### src/rtl/core/onb_pkg.sv
package onb_pkg;

  localparam logic [15:0] Q15_ONE    = 16'd32768;
  localparam logic [30:0] Q30_ONE    = 31'd1073741824;
  localparam logic [30:0] INV_PI_Q32 = 31'd1367130551;
  localparam logic [15:0] SAT16      = 16'hFFFF;

  localparam int unsigned SQRT_STAGES = 16;
  localparam int unsigned DIV_STAGES  = 31;

  typedef enum logic [7:0] {
    CFG_COEF_A = 8'd0,
    CFG_COEF_B = 8'd1
  } cfg_idx_e;

  // directions: [0] in x, [1] in y, [2] out x, [3] out y
  typedef struct packed {
    logic             vld;
    logic             same;
    logic [15:0]      pdf;
    logic [2:0][15:0] alb;
    logic [15:0]      izm;
    logic [15:0]      ozm;
    logic [3:0][15:0] mag;
    logic [3:0]       neg;
  } side_a_t;

  typedef struct packed {
    logic             vld;
    logic             same;
    logic [15:0]      pdf;
    logic [2:0][15:0] alb;
    logic [15:0]      ozm;
    logic [15:0]      sina;
    logic [3:0]       neg;
    logic             pole_i;
    logic             pole_o;
  } side_b_t;

endpackage

### src/rtl/core/onb_sqrt_pipe.sv
module onb_sqrt_pipe import onb_pkg::*; (
  input  logic        clk_i,
  input  logic        en_i,
  input  logic [30:0] rad_i,
  output logic [15:0] root_o
);

  // one result bit per stage, digit-by-digit square root
  logic [31:0] v_q [SQRT_STAGES];
  logic [31:0] r_q [SQRT_STAGES];
  logic [31:0] vc [SQRT_STAGES];
  logic [31:0] rc [SQRT_STAGES];
  logic [31:0] vn [SQRT_STAGES];
  logic [31:0] rn [SQRT_STAGES];
  logic [31:0] tr [SQRT_STAGES];

  always_comb begin
    vc[0] = {1'b0, rad_i};
    rc[0] = '0;
    for (int k = 1; k < SQRT_STAGES; k++) begin
      vc[k] = v_q[k-1];
      rc[k] = r_q[k-1];
    end
    for (int k = 0; k < SQRT_STAGES; k++) begin
      tr[k] = rc[k] + (32'd1 << (30 - 2 * k));
      if (vc[k] >= tr[k]) begin
        vn[k] = vc[k] - tr[k];
        rn[k] = (rc[k] >> 1) + (32'd1 << (30 - 2 * k));
      end else begin
        vn[k] = vc[k];
        rn[k] = rc[k] >> 1;
      end
    end
  end

  always_ff @(posedge clk_i) begin
    if (en_i) begin
      v_q <= vn;
      r_q <= rn;
    end
  end

  assign root_o = r_q[SQRT_STAGES-1][15:0];

endmodule

### config.mk
export PLATFORM = sky130hd
export DESIGN_NAME = onb_sqrt_pipe
export DESIGN_NICKNAME = d
export VERILOG_FILES = /design/src/rtl/core/onb_pkg.sv /design/src/rtl/core/onb_sqrt_pipe.sv
export SDC_FILE = /design/constraint.sdc
export NUM_CORES = 1
export LEC_CHECK = 0
export ABC_CLOCK_PERIOD_IN_PS = 3900
export BUFFER_PORTS_ARGS = -buffer_cell sky130_fd_sc_hd__buf_4
export CAP_MARGIN = 0
export CORE_ASPECT_RATIO = 2
export CORE_MARGIN = 3
export CORE_UTILIZATION = 45
export CTS_CLUSTER_SIZE = 16
export DETAILED_ROUTE_END_ITERATION = 16
export PLACE_DENSITY = 0.66
export SLEW_MARGIN = 30
export SYNTH_ARGS = -nofsm -noshare
export SYNTH_HDL_FRONTEND = slang
export SYNTH_SLANG_ARGS = --single-unit
### constraint.sdc
create_clock -name clk_i -period 3.9 [get_ports clk_i]
set_input_delay 0.39 -clock clk_i [delete_from_list [all_inputs] [get_ports clk_i]]
set_output_delay 0.39 -clock clk_i [all_outputs]
set_load 0.02 [all_outputs]
==> results.yml <==
floorplanning:
  num_rows: 131
  coreArea_sq_um: 64090
  io_pins: 49
  die_w_um: 186.3
  die_area_sq_um: 68290
  die_h_um: 366.6
  start_util: 0.4564
hold_path:
  min_to: "v_q[346]"
  hp-start: "en_i"
  whs_path_depth: 1
  hold_path.class: "in -> reg"
sta:
  period_needed_ns: 3.705
  hold_viol_final: 0
  clock_skew_ns: 0.02176
  setup_slack_ns: 0.1947
  worst_pin_slew_ns: 0.9603
  period_share: 0.9501
  fmax_ghz: 0.2699
  rsz0062_at_grt: "no"
  setup_violations: 0
  drv_slew: 0
  slew_headroom: 0.3545
  fin_setup_tns_ns: 0
  hold_ws_ns: 0.1919
outcome:
  status: "finished clean"
clock_tree:
  htreeDepth: 2
  cts-root-buf: "clkbuf_16"
  insertion_delay_ns: 0.61
  numCtsBuffers: 55
  post-cts-setup-buffers: 0
  clk_pin_slew_ns: 0.07
  clock_sinks: 616
  cts_tree: "yes"
  clockBufferDepth: 3
grt:
  grtUsageTotal: 0.1895
  grt_max_degree: 127
  grt_pass1_vias: 19890
  antenna_found_initial: 0
  grt-ovfl-total: 0
  grt_pass1_wl_mm: 98.78
power:
  fin_total_pwr_uw: 17260
  vdd_drop_max_mv: 0.4441
  p_leak_uw: 0.01223
  power_density_nw_per_um2: 525.4
cells_and_area:
  nets: 2574
  syn_to_final_growth_pct: 12.29
  final_layout_size_suffix_gt1_frac: 0.08607
  layout_commonest_cell: "edfxtp_1"
  layout_common_cells: "616 x edfxtp_1, 183 x inv_1, 148 x ha_1, 140 x nor2_1, 136 x nand2_1"
  num_antenna_cells: 0
  nFillCells: 5340
  finalNonFillerCells: 3304
route:
  viasPerCell: 5.554
  drt_iter0_drc: 1005
  first_pass_iters: 5
  routed_wirelength_mm: 65.34
  drc: 0
  post_drt_wl_per_cell_um: 19.78
  vias: 18350
  antenna_left: 0
setup_path:
  worstRegToRegCells: 6
  crit_type: "reg -> reg"
  cp-start-kind: "flop"
  critical_path.top_delay_family: "simple AND/OR/NAND/NOR gates"
  cp_data_arrival_time_ns: 4.06
  crit_buf_inv: 1
  timing.rr.start: "v_q[188]"
  critPathSlowestCell: "or4b_2"
  r2r_slack_ns: 0.19
  cp_slowest_stage_delay_ns: 0.76
  crit_chain: "or4_1, or4b_2, nor4b_2, o21a_2, inv_2, mux2_2"
  cp.depth: 6
  endpoint_kind: "flop"
  r2r_end: "v_q[142]"
  path_max_fanout: 23
  cp_data_required_time_ns: 4.26
placement:
  placed_cells: 3169
  pre_cts_slack_ns: -0.2491
  place_congestion: 0.9380
  numPortBuffers: 48
  hpwl_mm: 49.26
run:
  cap_viol_max_count: 0
synth:
  synth_ff_type: "edfxtp_1"
  ys_warn_count: 0
  ys_ff_latch: 616
  async_reset_ff_frac: 0
  synth_area_per_cell_sq_um: 12.84
  synth_cell_type_count: 75
  netlist.area_leader.share: 0.6324
  synth_cells: 2278
  yosysSeqAreaShare: 0.6324
  synth_largest_area_cell: "edfxtp_1"
  syn_area_sq_um: 29250
  netlist_top_cells_area: "edfxtp_1 63%, ha_1 6.3%, xnor2_1 3.4%, xor2_1 2.4%, inv_1 2.3%"
  synth_edf_count: 616
==> logic make-up after synthesis <==
group / share of synthesized area
adder cells (fa/ha/maj): 0.06330
AO/OA/AOI/OAI: 0.08384
flip-flops: 0.6324
XOR/XNOR: 0.05749
other: 0.0001282
AND/OR/NAND/NOR: 0.1222
buffers and inverters: 0.03247
multiplexers: 0.008170
==> timing repair <==
| action | 4_1_cts | 5_1_grt |
|---|---|---|
| endpoints found under the hold margin | 31 | 0 |
| resized for setup | 1 | 1 |
| hold buffers | 31 | 0 |
| endpoints found under the setup margin | 18 | 1 |
| cloned | 0 | 0 |
==> through the flow <==
step	area, sq um	utilization
after CTS	32840	0.5124
after detailed placement	30760	0.4800
after global placement	30750	0.4799
after floorplan	29260	-
final	32850	0.5125
after global routing	32850	0.5125
==> synth_stat cells, types with 26 or more instances <==
| cell type | instances |
|---|---|
| nand3_1 | 35 |
| inv_1 | 183 |
| nor2_1 | 141 |
| edfxtp_1 | 616 |
| nor3_1 | 73 |
| o21a_1 | 26 |
| or3_1 | 28 |
| xnor2_1 | 112 |
| nand2_1 | 136 |
| a21oi_1 | 132 |
| o21ai_0 | 104 |
| nand4_1 | 29 |
| nor4_1 | 61 |
| ha_1 | 148 |
| xor2_1 | 80 |
| clkbuf_1 | 26 |
==> where the power goes <==
part | leakage (uW) | internal, uW | switching (uW) | total, uW
logic | 0.00548 | 1290 | 1720 | 3010
clock network | 0.000846 | 2990 | 2360 | 5350
registers | 0.00590 | 8310 | 584 | 8900
total | 0.0122 | 12600 | 4670 | 17300
==> registers in the layout (all words and copies together) (netlist names) <==
name	count
root_o	16
r_q	120
v_q	480
==> per-layer routing <==
metal,global-route usage,up-vias,share of wire
li1,-,8698,-
met1,0.1165,8980,0.25
met2,0.4168,436,0.62
met3,0.02163,237,0.025
met4,0.1646,0,0.10
met5,0,-,0
==> worst max-delay path by stage <==
stage	from	endpoint	slack [ns]
floorplan	v_q[68]	v_q[38]	1.06
global placement	v_q[188]	v_q[143]	-0.13
detailed placement	v_q[188]	v_q[142]	-0.25
CTS	v_q[188]	v_q[142]	0.04
global route	v_q[188]	v_q[142]	0.19
finish	v_q[188]	v_q[142]	0.19
==> final cells by class <==
cell class,count,area (sq um),share of cell area
clock buffers,74,1469,0.04472
clock inverters,30,296.5,0.009028
inverters,184,690.7,0.02103
multi-input cells,1430,9857,0.3001
flip-flops and latches,616,18500,0.5631
well taps,864,1081,0.03291
repair buffers,106,955.9,0.02910
Note: power is estimated with default switching activity, not from simulation.
