`src/rtl/core/onb_pkg.sv`:
```
package onb_pkg;

  localparam logic [15:0] Q15_ONE    = 16'd32768;
  localparam logic [30:0] Q30_ONE    = 31'd1073741824;
  localparam logic [30:0] INV_PI_Q32 = 31'd1367130551;
  localparam logic [15:0] SAT16      = 16'hFFFF;

  localparam int unsigned SQRT_STAGES = 16;
  localparam int unsigned DIV_STAGES  = 31;

  typedef enum logic [7:0] {
    CFG_COEF_A = 8'd0,
    CFG_COEF_B = 8'd1
  } cfg_idx_e;

  // directions: [0] in x, [1] in y, [2] out x, [3] out y
  typedef struct packed {
    logic             vld;
    logic             same;
    logic [15:0]      pdf;
    logic [2:0][15:0] alb;
    logic [15:0]      izm;
    logic [15:0]      ozm;
    logic [3:0][15:0] mag;
    logic [3:0]       neg;
  } side_a_t;

  typedef struct packed {
    logic             vld;
    logic             same;
    logic [15:0]      pdf;
    logic [2:0][15:0] alb;
    logic [15:0]      ozm;
    logic [15:0]      sina;
    logic [3:0]       neg;
    logic             pole_i;
    logic             pole_o;
  } side_b_t;

endpackage

```
`src/rtl/core/onb_div_pipe.sv`:
```
module onb_div_pipe import onb_pkg::*; (
  input  logic        clk_i,
  input  logic        en_i,
  input  logic [30:0] num_i,
  input  logic [15:0] den_i,
  output logic [30:0] quo_o
);

  // restoring divider, one quotient bit per stage; sh shifts dividend out, quotient in
  logic [15:0] rem_q [DIV_STAGES];
  logic [30:0] sh_q  [DIV_STAGES];
  logic [15:0] den_q [DIV_STAGES];
  logic [15:0] remc [DIV_STAGES];
  logic [30:0] shc  [DIV_STAGES];
  logic [15:0] denc [DIV_STAGES];
  logic [15:0] remn [DIV_STAGES];
  logic [30:0] shn  [DIV_STAGES];
  logic [16:0] t    [DIV_STAGES];
  logic [16:0] df   [DIV_STAGES];

  always_comb begin
    remc[0] = '0;
    shc[0]  = num_i;
    denc[0] = den_i;
    for (int k = 1; k < DIV_STAGES; k++) begin
      remc[k] = rem_q[k-1];
      shc[k]  = sh_q[k-1];
      denc[k] = den_q[k-1];
    end
    for (int k = 0; k < DIV_STAGES; k++) begin
      t[k]  = {remc[k], shc[k][30]};
      df[k] = t[k] - {1'b0, denc[k]};
      if (t[k] >= {1'b0, denc[k]}) begin
        remn[k] = df[k][15:0];
        shn[k]  = {shc[k][29:0], 1'b1};
      end else begin
        remn[k] = t[k][15:0];
        shn[k]  = {shc[k][29:0], 1'b0};
      end
    end
  end

  always_ff @(posedge clk_i) begin
    if (en_i) begin
      rem_q <= remn;
      sh_q  <= shn;
      den_q <= denc;
    end
  end

  assign quo_o = sh_q[DIV_STAGES-1];

endmodule

```
`config.mk`:
```
export PLATFORM = sky130hd
export DESIGN_NAME = onb_div_pipe
export DESIGN_NICKNAME = d
export VERILOG_FILES = /design/src/rtl/core/onb_pkg.sv /design/src/rtl/core/onb_div_pipe.sv
export SDC_FILE = /design/constraint.sdc
export NUM_CORES = 2
export LEC_CHECK = 0
export BUFFER_PORTS_ARGS = -buffer_cell sky130_fd_sc_hd__buf_2
export CAP_MARGIN = 20
export CELL_PAD_IN_SITES_DETAIL_PLACEMENT = 0
export CELL_PAD_IN_SITES_GLOBAL_PLACEMENT = 1
export CORE_ASPECT_RATIO = 1.5
export CORE_UTILIZATION = 40
export DETAILED_ROUTE_END_ITERATION = 8
export PLACE_DENSITY_LB_ADDON = 0.1
export RECOVER_POWER = 50
export SLEW_MARGIN = 40
export SYNTH_ARGS = -nofsm -noshare
export SYNTH_HDL_FRONTEND = slang
export SYNTH_SLANG_ARGS = --single-unit
```
`constraint.sdc`:
```
create_clock -name clk_i -period 4.4 [get_ports clk_i]
set_input_delay 0.22 -clock clk_i [delete_from_list [all_inputs] [get_ports clk_i]]
set_output_delay 0.22 -clock clk_i [all_outputs]
set_load 0.01 [all_outputs]
```
==> reports/metrics.yaml <==
mappedNetlistArea_um2: 86190
firstDrtPassIters: 5
vias: 46766
synth_fa_ha_area_share_pct: 7.671
synth-compound-area-share_pct: 8.513
drive_gt1_share_pct: 11.74
cts_tree: "yes"
cp_max_fo: 17
cp.arrival_ns: 4.21
setup_viol: 0
syn_nets: 6573
grt_pass1_vias: 48911
wire_per_inst_um: 19.13
grt_overflow: 0
placedCellCount: 8907
avgSynthCellArea_um2: 14.33
worst_pin_slew_ns: 3.331
start_util_pct: 40.24
wl_um: 178000
synth-xor-area-share_pct: 3.120
grt_pass1_wl_um: 274200
drt_iter0_markers: 2308
slew_headroom_pct: -122.0
drv_slew: 81
viasPerCell: 5.024
clock_latency_ns: 0.85
postSynth.asyncResetShare_pct: 0
clockBufferDepth: 4
rows: 208
status: "finished, violations left"
startpoint_type: "flop"
finalPower_mw: 67.21
yosys.area_share.simple_pct: 5.859
areaGrowthSynthToFinish_pct: 12.74
violations: "capacitance limit, slew limit"
fill_cells: 19086
ys_seq_area_share_pct: 66.93
rsz0062_at_grt: "no"
synth_top_flop_cell: "edfxtp_1"
htreeDepth: 4
fmax_mhz: 273.1
fin_skew_ns: 0.05977
fin_setup_tns_ns: 0
antenna_found_initial: 1
die_h_um: 570.5
die_w_um: 381.0
crit_type: "reg2reg"
place.gp.congestion: 0.8196
max_cap_viol_count: 1
hold_violations: 0
leakage_nw: 36.73
port_buffers: 79
grtUsageTotal_pct: 16.24
p_per_area_nw_per_um2: 691.7
dieArea_um2: 217400
synth_mux_area_share_pct: 4.561
crit_path_end_kind: "flop"
drtAntennaViolNets: 0
hpwl_um: 129700
clk_pin_slew_ns: 0.06
cts_buffers: 198
synth-seq-cells: 1921
cts_sinks: 1921
cts_root_buf: "clkbuf_16"
vdd_drop_max_mv: 0.3562
finalCritPeriodShare_pct: 83.21
synth_edf_count: 1921
final_cells: 9308
synth_cell_type_count: 81
core_area_um2: 214200
nNetsFinal: 6881
ioPinCount: 80
drcViolationCount: 0
hold_path.class: "in2reg"
synth_top_family_by_area: "compound AO/OA/AOI/OAI gates"
fin_crit_ns: 3.661
synthCells: 6013
ys_warn_count: 0
grt_max_degree: 148
cp.required_ns: 4.95
## sequential cells by signal (all words and copies together) (netlist names)
register  flops
rem_q       480
den_q       480
quo_o        31
sh_q        930
## what timing repair did
item                      in CTS  in global routing
hold buffers                  48                  0
buffers inserted               0                  0
gates resized for setup        0                  0
hold endpoints to repair      76                  0
## cells in the mapped netlist, types with 8 or more instances
library cell | count | share of area (%)
o21ai_0 | 247 | 1.4
nand2_1 | 221 | 0.96
o2111ai_1 | 13 | 0.13
a21o_1 | 79 | 0.69
mux2i_1 | 53 | 0.62
fa_1 | 29 | 0.67
o211ai_1 | 20 | 0.17
o21a_1 | 91 | 0.79
a211oi_1 | 25 | 0.22
a31o_2 | 9 | 0.091
and3_1 | 16 | 0.12
or4_1 | 9 | 0.078
o31a_1 | 47 | 0.48
nor3_1 | 74 | 0.43
buf_4 | 32 | 0.28
or3_1 | 28 | 0.20
a21oi_1 | 345 | 2.0
ha_1 | 482 | 7.0
a31oi_1 | 42 | 0.30
mux2_2 | 296 | 3.9
edfxtp_1 | 1921 | 67
o22ai_1 | 8 | 0.058
nand2b_1 | 48 | 0.35
clkbuf_1 | 44 | 0.19
nand4_1 | 63 | 0.46
inv_1 | 633 | 2.8
o31ai_1 | 27 | 0.24
and4_1 | 12 | 0.12
o21bai_1 | 27 | 0.24
nor2_1 | 350 | 1.5
and2_1 | 20 | 0.15
o41ai_1 | 20 | 0.20
a2111oi_0 | 9 | 0.091
o311ai_0 | 9 | 0.091
or2_2 | 11 | 0.080
a21boi_0 | 35 | 0.30
nand3_1 | 66 | 0.38
nor4_1 | 24 | 0.17
buf_2 | 16 | 0.093
o311a_1 | 8 | 0.093
xor2_1 | 92 | 0.93
xnor2_1 | 215 | 2.2
nor2b_1 | 86 | 0.62
## power breakdown
part	leakage [nW]	total (mW)	internal (mW)	switching, mW
logic	14.9	23.7	11.0	12.7
clock network	3.03	16.5	9.46	7.02
registers	18.8	27.0	25.1	1.95
total	36.7	67.2	45.5	21.7
## final timing paths
path	to	start	depth (start not counted)	slack, ns
worst max-delay path	rem_q[247]$_DFFE_PP_	den_q[257]$_DFFE_PP_	10	0.74
worst min-delay path	sh_q[949]$_DFFE_PP_	num_i[18]	2	0.08
worst max register to register	rem_q[247]$_DFFE_PP_	den_q[257]$_DFFE_PP_	10	0.74
worst min register to register	sh_q[524]$_DFFE_PP_	sh_q[554]$_DFFE_PP_	0	0.38
## cell families (layout without fill, tap and decap cells)
family	count (synthesis)	count (layout)
other	0	1
XOR/XNOR	307	307
AO/OA/AOI/OAI	1140	1140
flip-flops	1921	1921
AND/OR/NAND/NOR	1050	1050
multiplexers	355	355
adder cells (fa/ha/maj)	511	511
buffers and inverters	729	1188
## metal layers
metal,vias up,GRT usage (%),wire length [µm]
met2,655,33.05,102200
met3,376,2.041,5041
met5,-,0,0
met4,0,8.012,8925
met1,22719,15.67,61820
li1,23016,-,-
## cell type report
class,instances,area [µm²],share of cell area (%)
flip-flops and latches,1921,57690,59.36
diodes,1,2.502,0.002575
clock inverters,118,1109,1.141
inverters,633,2376,2.445
clock buffers,233,5150,5.300
well taps,2835,3547,3.650
repair buffers,204,1538,1.582
multi-input cells,3363,25760,26.51
## cells in the final DEF (no fill, tap or decap), types with 19 or more instances in the layout
| cell | count |
|---|---|
| ha_1 | 482 |
| a21oi_1 | 344 |
| and2_1 | 20 |
| dlygate4sd3_1 | 48 |
| mux2i_1 | 53 |
| edfxtp_1 | 1921 |
| nor3_1 | 74 |
| nand2b_1 | 48 |
| a21o_1 | 79 |
| buf_4 | 49 |
| a31oi_1 | 41 |
| a21boi_0 | 35 |
| clkinv_1 | 42 |
| o31a_1 | 46 |
| xnor2_1 | 215 |
| o211ai_1 | 20 |
| inv_1 | 633 |
| xor2_1 | 92 |
| bufinv_16 | 19 |
| nand2_1 | 221 |
| mux2_2 | 296 |
| nor4_1 | 21 |
| o31ai_1 | 26 |
| o21bai_1 | 27 |
| o21a_1 | 91 |
| a211oi_1 | 25 |
| clkbuf_1 | 58 |
| nor2_1 | 350 |
| nand3_1 | 66 |
| buf_2 | 59 |
| fa_1 | 29 |
| or3_1 | 28 |
| clkbuf_16 | 201 |
| nor2b_1 | 86 |
| o21ai_0 | 247 |
| nand4_1 | 63 |
| clkinv_2 | 33 |
## critical path: stages, from the launching register on
cell and delay (ns):
edfxtp_1 0.43, inv_1 0.08, ha_1 0.25, nor2b_1 0.16, o2111ai_1 0.21, and2_1 0.22
a31oi_1 0.19, a21oi_1 0.40, a31oi_1 0.12, or4_2 0.92, mux2_2 0.38
## stage by stage
| step | hold slack (ns) | setup slack [ns] | area, µm² | util, % |
|---|---|---|---|---|
| floorplan | 0.3189 | 1.146 | 86190 | - |
| global placement | 0.3965 | 0.6515 | 90440 | 42.23 |
| detailed placement | 0.3981 | 0.7046 | 90480 | 42.24 |
| CTS | 0.006189 | 0.6514 | 97220 | 45.39 |
| global route | 0.04507 | 0.4287 | 97170 | 45.37 |
| finish | 0.07654 | 0.7386 | 97170 | 45.37 |
Power figures use the tool's default switching activity.
